<file path="src/hdl/wdie_pkg.sv">
// Package: types, constants and tables for the wrapping dot intensity engine
`timescale 1ns / 1ps
`default_nettype none
package wdie_pkg;

    localparam int DEF_GRID_WIDTH  = 16;
    localparam int DEF_GRID_HEIGHT = 16;
    localparam int DEF_CORDIC_STEPS = 14;

    localparam logic [15:0] TRIG_GAIN = 16'd39797;

    localparam logic [2:0] REG_RADIUS_MIN   = 3'd0;
    localparam logic [2:0] REG_RADIUS_MAX   = 3'd1;
    localparam logic [2:0] REG_HEADING      = 3'd2;
    localparam logic [2:0] REG_SPEED        = 3'd3;
    localparam logic [2:0] REG_START_X      = 3'd4;
    localparam logic [2:0] REG_START_Y      = 3'd5;
    localparam logic [2:0] REG_START_RADIUS = 3'd6;
    localparam logic [2:0] REG_RADIUS_STEP  = 3'd7;

    typedef enum logic [3:0] {
        ST_IDLE,
        ST_DIV,
        ST_CORDIC,
        ST_MULX,
        ST_MULY,
        ST_WRAP,
        ST_SQX,
        ST_SQY,
        ST_ROOT,
        ST_DONE
    } state_t;

    // atan(2^-i), full turn = 2^32
    function automatic logic [29:0] arc_tab(input logic [3:0] i);
        logic [29:0] r;
        begin
            case (i)
                4'd0:  r = 30'd536870912;
                4'd1:  r = 30'd316933406;
                4'd2:  r = 30'd167458907;
                4'd3:  r = 30'd85004756;
                4'd4:  r = 30'd42667331;
                4'd5:  r = 30'd21354465;
                4'd6:  r = 30'd10679838;
                4'd7:  r = 30'd5340245;
                4'd8:  r = 30'd2670163;
                4'd9:  r = 30'd1335087;
                4'd10: r = 30'd667544;
                4'd11: r = 30'd333772;
                4'd12: r = 30'd166886;
                4'd13: r = 30'd83443;
                4'd14: r = 30'd41722;
                default: r = 30'd20861;
            endcase
            return r;
        end
    endfunction

endpackage
`default_nettype wire

</file>
<file path="src/hdl/wdie_core.sv">
// Sequencer and shared iterative datapath: divide, CORDIC, multiply, square root
`timescale 1ns / 1ps
`default_nettype none
module wdie_core #(
    parameter int GRID_WIDTH   = wdie_pkg::DEF_GRID_WIDTH,
    parameter int GRID_HEIGHT  = wdie_pkg::DEF_GRID_HEIGHT,
    parameter int CORDIC_STEPS = wdie_pkg::DEF_CORDIC_STEPS
) (
    input  wire logic        clk,
    input  wire logic        rst_n,
    input  wire logic        cfg_we,
    input  wire logic [2:0]  cfg_idx,
    input  wire logic [15:0] cfg_data,
    input  wire logic        start,
    input  wire logic        hold,
    input  wire logic        mode,
    input  wire logic [15:0] frame_time,
    input  wire logic [15:0] query_x,
    input  wire logic [15:0] query_y,
    output logic             busy,
    output logic             done,
    output logic [8:0]       res_intensity,
    output logic [15:0]      res_x,
    output logic [15:0]      res_y,
    output logic [15:0]      res_radius
);
    import wdie_pkg::*;

    localparam logic signed [18:0] EDGE_W = 19'(GRID_WIDTH * 256);
    localparam logic signed [18:0] EDGE_H = 19'(GRID_HEIGHT * 256);
    localparam logic signed [18:0] HALF_W = 19'((GRID_WIDTH * 256) / 2);
    localparam logic signed [18:0] HALF_H = 19'((GRID_HEIGHT * 256) / 2);
    localparam logic [3:0] LAST_STEP = 4'(CORDIC_STEPS - 1);

    state_t state_reg, state_next;

    logic [15:0] radius_min_reg, radius_max_reg, heading_reg, speed_reg;
    logic [15:0] pos_x_reg, pos_y_reg, cur_radius_reg;
    logic signed [15:0] cur_step_reg;

    logic [4:0]  cnt_reg;
    logic        mode_reg;
    logic [15:0] ft_reg, qx_reg, qy_reg;
    // divider
    logic [23:0] quo_reg;
    logic [16:0] rem_reg;
    // cordic
    logic signed [18:0] cx_reg, cy_reg;
    logic signed [33:0] cz_reg;
    logic        flip_reg;
    logic signed [35:0] prod_reg;
    // square root
    logic [40:0] acc_reg;
    logic [41:0] rv_reg, rres_reg, rbit_reg;

    logic [15:0] travel;
    assign travel = (quo_reg > 24'd65535) ? 16'hFFFF : quo_reg[15:0];

    logic signed [16:0] ha;
    logic signed [16:0] hfold;
    logic hflip;
    always_comb
    begin
        ha = {heading_reg[15], heading_reg};
        hflip = 1'b0;
        hfold = ha;
        if (ha > 17'sd16384)
        begin
            hfold = ha - 17'sd32768;
            hflip = 1'b1;
        end
        else if (ha < -17'sd16384)
        begin
            hfold = ha + 17'sd32768;
            hflip = 1'b1;
        end
    end

    logic [16:0] rem_sh;
    logic signed [18:0] sx, sy;
    logic signed [18:0] mul_a;
    logic signed [17:0] mv;
    logic signed [18:0] nx;
    logic signed [18:0] dl, dr, al, ar, edge_sel, half_sel, off;
    logic [15:0] dabs;
    logic [31:0] sqd;
    logic [15:0] pq, qq;
    logic signed [15:0] mag;
    logic signed [17:0] rsum;
    logic [41:0] rtry;
    logic signed [42:0] ptmp;

    always_comb
    begin
        rem_sh = {rem_reg[15:0], quo_reg[23]};
        sx = cx_reg >>> cnt_reg[3:0];
        sy = cy_reg >>> cnt_reg[3:0];
        mul_a = (state_reg == ST_MULX) ? cy_reg : cx_reg;
        mv = 18'((prod_reg + 36'sd32768) >>> 16);
        // wrap uses the axis under work
        nx = 19'(signed'({3'b0, ((state_reg == ST_MULY) ? pos_y_reg : pos_x_reg)}))
             + 19'(mv);
        pq = (state_reg == ST_SQX) ? pos_x_reg : pos_y_reg;
        qq = (state_reg == ST_SQX) ? qx_reg : qy_reg;
        edge_sel = (state_reg == ST_SQX) ? EDGE_W : EDGE_H;
        half_sel = (state_reg == ST_SQX) ? HALF_W : HALF_H;
        off = (signed'({3'b0, qq}) < half_sel) ? -edge_sel : edge_sel;
        dl = signed'({3'b0, pq}) - signed'({3'b0, qq});
        dr = dl + off;
        al = dl[18] ? -dl : dl;
        ar = dr[18] ? -dr : dr;
        dabs = (al < ar) ? al[15:0] : ar[15:0];
        sqd = {16'd0, dabs} * {16'd0, dabs};
        mag = (cur_step_reg == -16'sd32768) ? 16'sd32767 :
              (cur_step_reg[15] ? -cur_step_reg : cur_step_reg);
        rsum = 18'(signed'({2'b0, cur_radius_reg})) + 18'(cur_step_reg);
        rtry = rres_reg + rbit_reg;
        ptmp = 43'(signed'({1'b0, cur_radius_reg})) - 43'(signed'({1'b0, rres_reg}));
    end

    always_ff @(posedge clk or negedge rst_n)
    begin
        if (!rst_n)
            state_reg <= ST_IDLE;
        else
            state_reg <= state_next;
    end

    always_comb
    begin
        state_next = state_reg;
        unique case (state_reg)
            ST_IDLE:   if (start) state_next = mode ? ST_SQX : ST_DIV;
            ST_DIV:    if (cnt_reg == 5'd23) state_next = ST_CORDIC;
            ST_CORDIC: if (cnt_reg[3:0] == LAST_STEP) state_next = ST_MULX;
            ST_MULX:   if (cnt_reg[0]) state_next = ST_MULY;
            ST_MULY:   if (cnt_reg[0]) state_next = ST_WRAP;
            ST_WRAP:   state_next = ST_DONE;
            ST_SQX:    state_next = ST_SQY;
            ST_SQY:    state_next = ST_ROOT;
            ST_ROOT:   if (cnt_reg == 5'd20) state_next = ST_DONE;
            ST_DONE:   if (!hold) state_next = ST_IDLE;
            default:   state_next = ST_IDLE;
        endcase
    end

    always_ff @(posedge clk or negedge rst_n)
    begin
        if (!rst_n)
        begin
            radius_min_reg <= 16'd0;
            radius_max_reg <= 16'd512;
            heading_reg    <= 16'd0;
            speed_reg      <= 16'd256;
            pos_x_reg      <= 16'd0;
            pos_y_reg      <= 16'd0;
            cur_radius_reg <= 16'd256;
            cur_step_reg   <= 16'sd16;
            cnt_reg        <= 5'd0;
        end
        else
        begin
            if (cfg_we)
            begin
                unique case (cfg_idx)
                    REG_RADIUS_MIN:   radius_min_reg <= cfg_data;
                    REG_RADIUS_MAX:   radius_max_reg <= cfg_data;
                    REG_HEADING:      heading_reg    <= cfg_data;
                    REG_SPEED:        speed_reg      <= cfg_data;
                    REG_START_X:      pos_x_reg      <= cfg_data;
                    REG_START_Y:      pos_y_reg      <= cfg_data;
                    REG_START_RADIUS: cur_radius_reg <= cfg_data;
                    REG_RADIUS_STEP:  cur_step_reg   <= signed'(cfg_data);
                    default: ;
                endcase
            end
            if (state_reg != state_next)
                cnt_reg <= 5'd0;
            else
                cnt_reg <= cnt_reg + 5'd1;
            if (state_reg == ST_WRAP)
            begin
                if (rsum > signed'({2'b0, radius_max_reg}))
                begin
                    if (signed'({2'b0, radius_max_reg}) < signed'({2'b0, radius_min_reg}))
                    begin
                        cur_radius_reg <= radius_min_reg;
                        cur_step_reg <= mag;
                    end
                    else
                    begin
                        cur_radius_reg <= radius_max_reg;
                        cur_step_reg <= -mag;
                    end
                end
                else if (rsum < signed'({2'b0, radius_min_reg}))
                begin
                    cur_radius_reg <= radius_min_reg;
                    cur_step_reg <= mag;
                end
                else
                    cur_radius_reg <= rsum[15:0];
            end
            // position update: x at end of MULX, y at end of MULY
            if ((state_reg == ST_MULX || state_reg == ST_MULY) && cnt_reg[0])
            begin
                if (state_reg == ST_MULX)
                begin
                    if (nx > EDGE_W) pos_x_reg <= 16'd0;
                    else if (nx < 19'sd0) pos_x_reg <= EDGE_W[15:0];
                    else pos_x_reg <= nx[15:0];
                end
                else
                begin
                    if (nx > EDGE_H) pos_y_reg <= 16'd0;
                    else if (nx < 19'sd0) pos_y_reg <= EDGE_H[15:0];
                    else pos_y_reg <= nx[15:0];
                end
            end
        end
    end

    always_ff @(posedge clk)
    begin
        case (state_reg)
            ST_IDLE:
            begin
                mode_reg <= mode;
                ft_reg   <= frame_time;
                qx_reg   <= query_x;
                qy_reg   <= query_y;
                quo_reg  <= {speed_reg, 8'd0};
                rem_reg  <= 17'd0;
                cx_reg   <= 19'(signed'({1'b0, TRIG_GAIN}));
                cy_reg   <= 19'sd0;
                cz_reg   <= 34'(hfold) <<< 16;
                flip_reg <= hflip;
                acc_reg  <= 41'd0;
            end
            ST_DIV:
            begin
                if (rem_sh >= {1'b0, ft_reg})
                begin
                    rem_reg <= rem_sh - {1'b0, ft_reg};
                    quo_reg <= {quo_reg[22:0], 1'b1};
                end
                else
                begin
                    rem_reg <= rem_sh;
                    quo_reg <= {quo_reg[22:0], 1'b0};
                end
            end
            ST_CORDIC:
            begin
                if (!cz_reg[33])
                begin
                    cx_reg <= cx_reg - sy;
                    cy_reg <= cy_reg + sx;
                    cz_reg <= cz_reg - 34'(arc_tab(cnt_reg[3:0]));
                end
                else
                begin
                    cx_reg <= cx_reg + sy;
                    cy_reg <= cy_reg - sx;
                    cz_reg <= cz_reg + 34'(arc_tab(cnt_reg[3:0]));
                end
                if (cnt_reg[3:0] == LAST_STEP && flip_reg)
                begin
                    cx_reg <= -(cz_reg[33] ? cx_reg + sy : cx_reg - sy);
                    cy_reg <= -(cz_reg[33] ? cy_reg - sx : cy_reg + sx);
                end
            end
            ST_MULX, ST_MULY:
            begin
                if (!cnt_reg[0])
                    prod_reg <= 36'(mul_a) * 36'(signed'({1'b0, travel}));
            end
            ST_SQX, ST_SQY:
            begin
                acc_reg <= acc_reg + 41'(sqd);
                rv_reg   <= {1'b0, acc_reg + 41'(sqd)};
                rres_reg <= 42'd0;
                rbit_reg <= 42'd1 << 40;
            end
            ST_ROOT:
            begin
                if (rv_reg >= rtry)
                begin
                    rv_reg <= rv_reg - rtry;
                    rres_reg <= (rres_reg >> 1) + rbit_reg;
                end
                else
                    rres_reg <= rres_reg >> 1;
                rbit_reg <= rbit_reg >> 2;
            end
            default: ;
        endcase
    end

    assign busy = (state_reg != ST_IDLE);
    assign done = (state_reg == ST_DONE) && !hold;
    assign res_intensity = mode_reg ?
                           ((ptmp > 43'sd256) ? 9'd256 :
                            (ptmp < 43'sd0) ? 9'd0 : ptmp[8:0]) : 9'd0;
    assign res_x = pos_x_reg;
    assign res_y = pos_y_reg;
    assign res_radius = cur_radius_reg;
endmodule
`default_nettype wire

</file>
<file path="src/hdl/wrapping_dot_intensity_engine.sv">
// Top level: handshake, output register and core of the dot intensity engine
// A tick runs 24 divide steps, CORDIC_STEPS rotation steps, the x and y multiply states,
// the radius update and finish; a query runs two squaring steps, 21 root steps and finish.
// The next item is taken only when the core has returned to idle (in_stall follows busy).
// A result waiting in the output register does not stall input; the core waits at its finish.
// Reset (rst_n low, asynchronous) restores control, config and dot registers only.
`timescale 1ns / 1ps
`default_nettype none
module wrapping_dot_intensity_engine #(
    parameter int GRID_WIDTH   = wdie_pkg::DEF_GRID_WIDTH,
    parameter int GRID_HEIGHT  = wdie_pkg::DEF_GRID_HEIGHT,
    parameter int CORDIC_STEPS = wdie_pkg::DEF_CORDIC_STEPS
) (
    input  wire logic        clk,
    input  wire logic        rst_n,
    input  wire logic        cfg_we,
    input  wire logic [2:0]  cfg_idx,
    input  wire logic [15:0] cfg_data,
    input  wire logic        in_valid,
    output logic             in_stall,
    input  wire logic        mode,
    input  wire logic [15:0] frame_time,
    input  wire logic [15:0] query_x,
    input  wire logic [15:0] query_y,
    output logic             out_valid,
    input  wire logic        out_stall,
    output logic [8:0]       intensity,
    output logic [15:0]      dot_x,
    output logic [15:0]      dot_y,
    output logic [15:0]      dot_radius
);
    import wdie_pkg::*;

    logic busy, done, start, hold;
    logic [8:0]  r_int;
    logic [15:0] r_x, r_y, r_rad;
    logic out_valid_reg;

    // core waits in DONE while the output register is occupied and stalled
    assign hold = out_valid_reg && out_stall;
    assign in_stall = busy;
    assign start = in_valid && !in_stall;

    wdie_core #(
        .GRID_WIDTH(GRID_WIDTH),
        .GRID_HEIGHT(GRID_HEIGHT),
        .CORDIC_STEPS(CORDIC_STEPS)
    ) u_core (
        .clk(clk), .rst_n(rst_n),
        .cfg_we(cfg_we), .cfg_idx(cfg_idx), .cfg_data(cfg_data),
        .start(start), .hold(hold), .mode(mode), .frame_time(frame_time),
        .query_x(query_x), .query_y(query_y),
        .busy(busy), .done(done),
        .res_intensity(r_int), .res_x(r_x), .res_y(r_y), .res_radius(r_rad)
    );

    always_ff @(posedge clk or negedge rst_n)
    begin
        if (!rst_n)
            out_valid_reg <= 1'b0;
        else if (done)
            out_valid_reg <= 1'b1;
        else if (!out_stall)
            out_valid_reg <= 1'b0;
    end

    always_ff @(posedge clk)
    begin
        if (done)
        begin
            intensity  <= r_int;
            dot_x      <= r_x;
            dot_y      <= r_y;
            dot_radius <= r_rad;
        end
    end

    assign out_valid = out_valid_reg;
endmodule
`default_nettype wire

</file>
<file path="config.mk">
export PLATFORM = sky130hd
export DESIGN_NAME = wrapping_dot_intensity_engine
export DESIGN_NICKNAME = d
export VERILOG_FILES = /design/src/hdl/wdie_pkg.sv /design/src/hdl/wdie_core.sv /design/src/hdl/wrapping_dot_intensity_engine.sv
export SDC_FILE = /design/constraint.sdc
export NUM_CORES = 2
export LEC_CHECK = 0
export BUFFER_PORTS_ARGS = -buffer_cell sky130_fd_sc_hd__buf_4
export CORE_ASPECT_RATIO = 1.5
export CORE_MARGIN = 5
export CORE_UTILIZATION = 50
export DETAILED_ROUTE_END_ITERATION = 7
export PLACE_DENSITY = 0.66
export SLEW_MARGIN = 20
export SYNTH_ARGS = -nofsm -noshare
export SYNTH_HDL_FRONTEND = slang
export SYNTH_HIERARCHICAL = 1
export SYNTH_SLANG_ARGS = --single-unit
</file>
<file path="constraint.sdc">
create_clock -name clk -period 23.4 [get_ports clk]
set_input_delay 1.17 -clock clk [delete_from_list [all_inputs] [get_ports clk]]
set_output_delay 1.17 -clock clk [all_outputs]
set_load 0.1 [all_outputs]
</file>
# --- After elaboration in Yosys (flattened, before gate mapping) ---
# Memory sizes are Yosys's and may differ from the RTL's.
# Cells that the tools add are included.
word_totals:
  mem_count: 2
  wordCells: 201
  rom_bits: 960
  latch_bits: 0
  ramBits: 0
  reg_bits: 558
  out_inout_bits: 59
op_classes:
  eq_ne: 23
  n_reduce_logical: 27
  shifts: 2
  order_cmp: 14
  n_addsub: 26
  bitwise_logic: 2
  div: 0
  multipliers: 2
  mux: 72
mem_list:
  columns: ["name", "words", "width", "rd", "rd_clocked_by_memory_dff", "write_ports", "line", "rtl"]
  rows:
  - ["(name not given)", 16, 30, 1, 0, 0, "wdie_pkg.sv:38", "case (i)"]
  - ["(name not given)", 16, 30, 1, 0, 0, "wdie_pkg.sv:38", null]
op_table:
  columns: ["cell", "count"]
  rows:
  - ["$mux W16", 30]
  - ["$pmux W42 S2", 3]
  - ["$mux W19", 8]
  - ["$mux W30", 4]
  - ["$mux W42", 2]
  - ["$pmux W41 S2", 1]
  - ["$neg A19 Y19", 4]
  - ["$pmux W19 S2", 2]
  - ["$pmux W34 S2", 1]
  - ["$add A19 B19 Y19", 3]
  - ["$pmux W24 S2", 1]
  - ["$gt A43 B10 Y1 const B", 1]
  - ["$lt A43 B1 Y1 const B", 1]
  - ["$sub A16 B42 Y43", 1]
  - ["$add A41 B42 Y42", 1]
  - ["$add A42 B42 Y42", 1]
  - ["$ge A42 B42 Y1", 1]
  - ["$sub A42 B42 Y42", 1]
  - ["$add A41 B32 Y41", 1]
  - ["$pmux W4 S10", 1]
  - ["$sshr A19 B4 Y19", 2]
  - ["$sub A19 B19 Y19", 2]
  - ["$add A34 B17 Y34 const B", 1]
  - ["$add A34 B30 Y34", 1]
  - ["other kinds (52)", 94]

# --- Logic depth before layout (Yosys ltp) ---
logic_depth:
  ltp_word: 12
  depth_mapped: 60
  mapped_depth_nobuf: 56

# --- Hierarchy ---
# The synthesis kept the hierarchy.
modules_own_cells:
  columns: ["mod", "seq_area_each_um2", "cells_each", "area_per_inst_um2", "instances"]
  rows:
  - ["wdie_core", 13252.7, 6582, 58487.3, 1]
  - ["wrapping_dot_intensity_engine", 1736.7, 61, 1756.7, 1]

# --- Worst setup path before layout ---
# No wires, ideal clock.
synth_path:
  path_type: "register -> register"
  start: "reg u_core.state_reg[2]"
  end: "reg u_core.rv_reg[40] (data pin)"
  path_stages_with_launch: 56
  slack_ns: 9.512
  synth_period_minus_slack_ns: 13.888
  required_time_ns: 23.130
  arrival_time_ns: 13.618
  setup_ns: 0.270
  cell_sequence: "dfrtp_1 > clkbuf_1 > nand2b_1 > nor2_1 > clkbuf_1 > clkbuf_1 > mux2i_1 > ha_1 > inv_1 > fa_1 > a211oi_2 > o211ai_1 > a41oi_1 > a21oi_1 > xor2_1 > ha_1 > nor2b_1 > o21ai_0 > [20 not listed] > fa_1 > inv_1 > fa_1 > fa_1 > inv_1 > fa_1 > inv_1 > ha_1 > a21o_1 > a21o_1 > a21o_1 > a21o_1 > a2111oi_0 > o21ai_0 > a41oi_1 > nor2_1 > xnor2_1 > a21oi_1"
synth_via:
  elab_chain_len: 12
  elab_cells_between_ends: 19
  classes_between: "add/sub: 5; mul: 1; order compare: 2; eq/ne: 3; mux: 7; reduce/logical: 1"
synth_rtl:
  columns: ["element", "line", "rtl"]
  rows:
  - ["start: declaration", "wdie_core.sv:35", "state_t state_reg, state_next;"]
  - ["start signal: assignment", "wdie_core.sv:126", "state_reg <= state_next;"]
  - ["$eq A4 B3 Y1", "wdie_core.sv:103, wdie_core.sv:104, wdie_core.sv:225", null]
  - ["$mux W16", "wdie_core.sv:104", "qq = (state_reg == ST_SQX) ? qx_reg : qy_reg;"]
  - ["$lt A16 B12 Y1", "wdie_core.sv:107", "off = (signed'({3'b0, qq}) < half_sel) ? -edge_sel : edge_sel;"]
  - ["$mux W19", "wdie_core.sv:107", null]
  - ["$add A19 B19 Y19", "wdie_core.sv:109", "dr = dl + off;"]
  - ["$neg A19 Y19", "wdie_core.sv:111", "ar = dr[18] ? -dr : dr;"]
  - ["$mux W19", "wdie_core.sv:111", null]
  - ["$lt A19 B19 Y1", "wdie_core.sv:112", "dabs = (al < ar) ? al[15:0] : ar[15:0];"]
  - ["$mux W16", "wdie_core.sv:112", null]
  - ["$mul A16 B16 Y32", "wdie_core.sv:113", "sqd = {16'd0, dabs} * {16'd0, dabs};"]
  - ["$add A41 B32 Y41", "wdie_core.sv:281", "rv_reg <= {1'b0, acc_reg + 41'(sqd)};"]
  - ["$pmux W42 S2 *", "wdie_core.sv:225", "case (state_reg)"]
  - ["end signal: assignment", "wdie_core.sv:281", null]
  - ["end signal: assignment", "wdie_core.sv:289", "rv_reg <= rv_reg - rtry;"]
  - ["end: declaration", "wdie_core.sv:54", "logic [41:0] rv_reg, rres_reg, rbit_reg;"]
# Mark *: on every way between the ends. The rest lies on a longest branch, timed or not.
# A chain may end at the register's enable or synchronous reset.

# --- Final worst setup path ---
layout_path:
  start: "reg u_core.state_reg[1]"
  end: "reg u_core.rv_reg[38] (data pin)"
# Same word-level chain as after synthesis.

==> PnR_summary.wiki <==
{| class="wikitable"
! Metric !! Value
|-
| Status || completed
|-
| Number of search-and-repair iterations in the first detailed-routing pass || 6
|-
| Gate count of the mapped netlist || 6643
|-
| First-pass GRT wire length || about 280 mm
|-
| DRC errors left || 0
|-
| Largest family of logic cells by synthesized area || adder cells
|-
| Max stage delay on crit path || about 900 ps
|-
| Count of fill cells added during filler insertion || 11000
|-
| Post-detailed-route count of antenna-violating nets || 0
|-
| Height of the die || 435 um
|-
| Critical path required time || about 24000 ps
|-
| Final-report max-slew violation count || 0
|-
| Count of flip-flops with a built-in enable after synthesis || between 300 and 400
|-
| Ratio of cells with drive above 1 in the final layout || between 7 and 8%
|-
| Share of synthesized cell area in and, or, nand and nor gates || 15.2%
|-
| Clock-pin slew reported for the worst setup and hold paths after clock tree synthesis || 70 ps
|-
| Unrepaired setup endpoints after global routing || false
|-
| Adder-cell share of the synthesized area || 27.1%
|-
| Proportion of synthesized chip area in sequential cells || between 20% and 30%
|-
| Measured slew at the worst slew-check pin || between 1000 and 1500 ps
|-
| DRT Wirelength || 181 mm
|-
| Minimum period implied by the final worst setup slack || approximately 16000 ps
|-
| Nets@finish || about 7700
|-
| Final hold viol count || 0
|-
| Maximum number of pins on one net before global-route repair || 75
|-
| Clock tree from TritonCTS || yes
|-
| Initial antenna violation count || 13
|-
| Main flop type after synthesis || edfxtp_1
|-
| Async set-or-reset flop fraction in the synthesized netlist || 26.4%
|-
| Data arrival time at the worst-slack endpoint || 16220 ps
|-
| Cell area after synthesis || 60200 um2
|-
| Largest driver fanout on the critical path || 32
|-
| Initial standard-cell utilization of the core || 50.2%
|-
| Nature of the critical path startpoint || flop
|-
| Inserted Clock Buffers || 59
|-
| Initial detailed-routing violation count || 3533
|-
| Standard cell with the maximum stage delay on the critical path || dfrtp_1
|-
| Number of gates resized after cts || 0
|-
| Synth-to-layout area growth || 7.78%
|-
| Via count || 49200
|-
| Xor/xnor cell area share of the yosys netlist || 6.48%
|-
| Number of buffers added for setup after CTS || 0
|-
| Total die area || around 130000 um2
|-
| Max_cap viols || 0
|-
| Setup CP Type || flop to flop
|-
| Setup_tns || 0 ps
|-
| CP Capture Type || flop
|-
| Total number of yosys warnings || 6
|-
| Most frequent cell on the critical path || fa_1
|-
| Post-Route Hold Slack || 481 ps
|-
| Synth Area in Compound Gates || between 10% and 20%
|-
| Port buffer count || 131
|-
| Source-to-sink clock delay at the later pin of the worst-skew pair || 690 ps
|-
| Vias/cell || 5.93
|-
| Highest achievable clock rate || 63.2 MHz
|-
| Clk sink count || around 520
|-
| Placement Rows || 156
|-
| PnR worst setup slack || roughly 7600 ps
|-
| GRT Total Usage || a little over a quarter
|-
| Relative slew slack || a little under a quarter
|-
| Total core area || roughly 120000 um2
|-
| Final worst-path cycle share || 67.6%
|-
| Library cell used as clock root buffer || clkbuf_16
|-
| Unique masters post-synth || 95
|-
| Post-synthesis mux area share || ~5.2%
|-
| I/O pin count || 132
|-
| Post-Place Worst Slack || about 7500 ps
|-
| Vias in the first global route || 50800
|-
| Final number of setup-violating endpoints || 0
|-
| Worst Clk Skew || 77.4 ps
|-
| RePlAce Congestion || 0.947
|-
| Post-synthesis register bit count || 522
|-
| Worst hold path class || flop to flop
|-
| Post-detail-place hpwl || 142 mm
|-
| Overflow left after global routing || 0
|-
| Syn Area/Cell || ~9.1 um2
|-
| Average routed wire per standard cell || roughly 22 um
|-
| CTS max path bufs || 3
|-
| Depth of the CTS H-tree || 2
|-
| Hold buffer count at cts || 0
|-
| Die Wd || 293 um
|}
cells by family (layout without fill, tap and decap cells):
family,count (synthesis),in the layout
buffers and inverters,1069,1135
adders and majority gates,1006,1006
DFF,522,522
muxes,261,261
AOI/OAI and AO/OA,1332,1332
xor gates and xnor gates,445,445
and+or+nand+nor,2006,2006
other,2,11
cell usage in the layout (no fill, tap or decap), types with 85 or more instances in the layout:
cell / synthesis / routed
ha_1: 510 / 510
mux2i_1: 127 / 126
o21ai_0: 304 / 303
a21o_1: 123 / 123
nand3_1: 102 / 102
mux2_2: 102 / 102
edfxtp_1: 384 / 384
buf_4: 0 / 189
fa_1: 496 / 496
nand2_1: 704 / 700
and3_1: 95 / 94
xnor2_1: 259 / 259
nor2_1: 618 / 611
xor2_1: 185 / 185
nor3_1: 90 / 85
a21oi_1: 309 / 309
inv_1: 823 / 821
dfrtp_1: 134 / 130
a31oi_1: 92 / 91
final cells by class:
type                       count  area, um2  area share, %
timing repair buffer         191       1440           2.22
sequential                   522      15000           23.1
clock buffer                  86       1720           2.65
tap                         1580       1980           3.04
antenna                        8       20.0         0.0308
inverter                     832       3130           4.82
clock inverter                26        322          0.495
multi-input combinational   5053      41300           63.6
worst max-delay path, delay by kind of cell (launching register included):
family,cells,cell delay (ps)
AOI/OAI and AO/OA,19,5000
xor gates and xnor gates,3,1300
adders and majority gates,11,4260
buffers and inverters,6,1200
DFF,1,880
muxes,2,700
and+or+nand+nor,11,2160
Yosys cell counts (20+ instances only):
cell / n / share of area, %
inv_1: 823 / 5.1
nand2_1: 704 / 4.4
nor2_1: 618 / 3.9
ha_1: 510 / 11
fa_1: 496 / 16
edfxtp_1: 384 / 19
a21oi_1: 309 / 2.6
o21ai_0: 304 / 2.5
xnor2_1: 259 / 3.8
clkbuf_1: 197 / 1.2
xor2_1: 185 / 2.7
dfrtp_1: 134 / 5.6
mux2i_1: 127 / 2.1
a21o_1: 123 / 1.5
mux2_2: 102 / 1.9
nand3_1: 102 / 0.85
and3_1: 95 / 0.99
a31oi_1: 92 / 0.96
nor3_1: 90 / 0.75
a211oi_1: 63 / 0.79
o21a_1: 59 / 0.74
and2_1: 57 / 0.59
nand2b_1: 56 / 0.58
nor2b_1: 49 / 0.51
nor4_1: 47 / 0.49
nand4_1: 42 / 0.44
o21bai_1: 38 / 0.47
o22ai_1: 38 / 0.39
o31ai_1: 38 / 0.47
or2_2: 36 / 0.37
or3_1: 34 / 0.35
mux4_2: 32 / 1.2
o221ai_1: 23 / 0.33
o211ai_1: 21 / 0.26
a31o_2: 20 / 0.29
worst paths after layout:
path | start | end | slack [ps] | cells past startpoint
setup / recovery | u_core/state_reg[1]$_DFF_PN0_ | u_core/rv_reg[38]$_DFFE_PP_ | 7580 | 52
hold / removal | u_core/speed_reg[5]$_DFFE_PN0P_ | u_core/quo_reg[13]$_DFFE_PP_ | 480 | 2
setup reg to reg | u_core/state_reg[1]$_DFF_PN0_ | u_core/rv_reg[38]$_DFFE_PP_ | 7580 | 52
hold reg to reg | u_core/speed_reg[5]$_DFFE_PN0P_ | u_core/quo_reg[13]$_DFFE_PP_ | 480 | 2
max in group asynchronous | rst_n | u_core/speed_reg[5]$_DFFE_PN0P_ | 21390 | 2
min in group asynchronous | rst_n | u_core/cur_step_reg[9]$_DFF_PN0_ | 510 | 1
per-layer routing:
layer	global-route usage, %	routed length (um)	up-vias
met5	0	64	-
met4	15.3	12100	10
met3	3.71	8520	544
met2	51.0	94900	1474
met1	29.7	64900	24200
li1	-	-	22900
stage by stage:
step | area, um2 | utilization, % | cells
6_report | 64900 | 54.1 | 8298
5_1_grt | 64900 | 54.1 | 8291
4_1_cts | 64900 | 54.0 | 8289
3_5_place_dp | 62800 | 52.3 | 8177
3_3_place_gp | 62800 | 52.3 | 8177
2_1_floorplan | 60200 | - | 6644
Power is left out: the tool's default activity adds up to more than one toggle a clock period on the data nets, which glitch-free logic cannot reach.
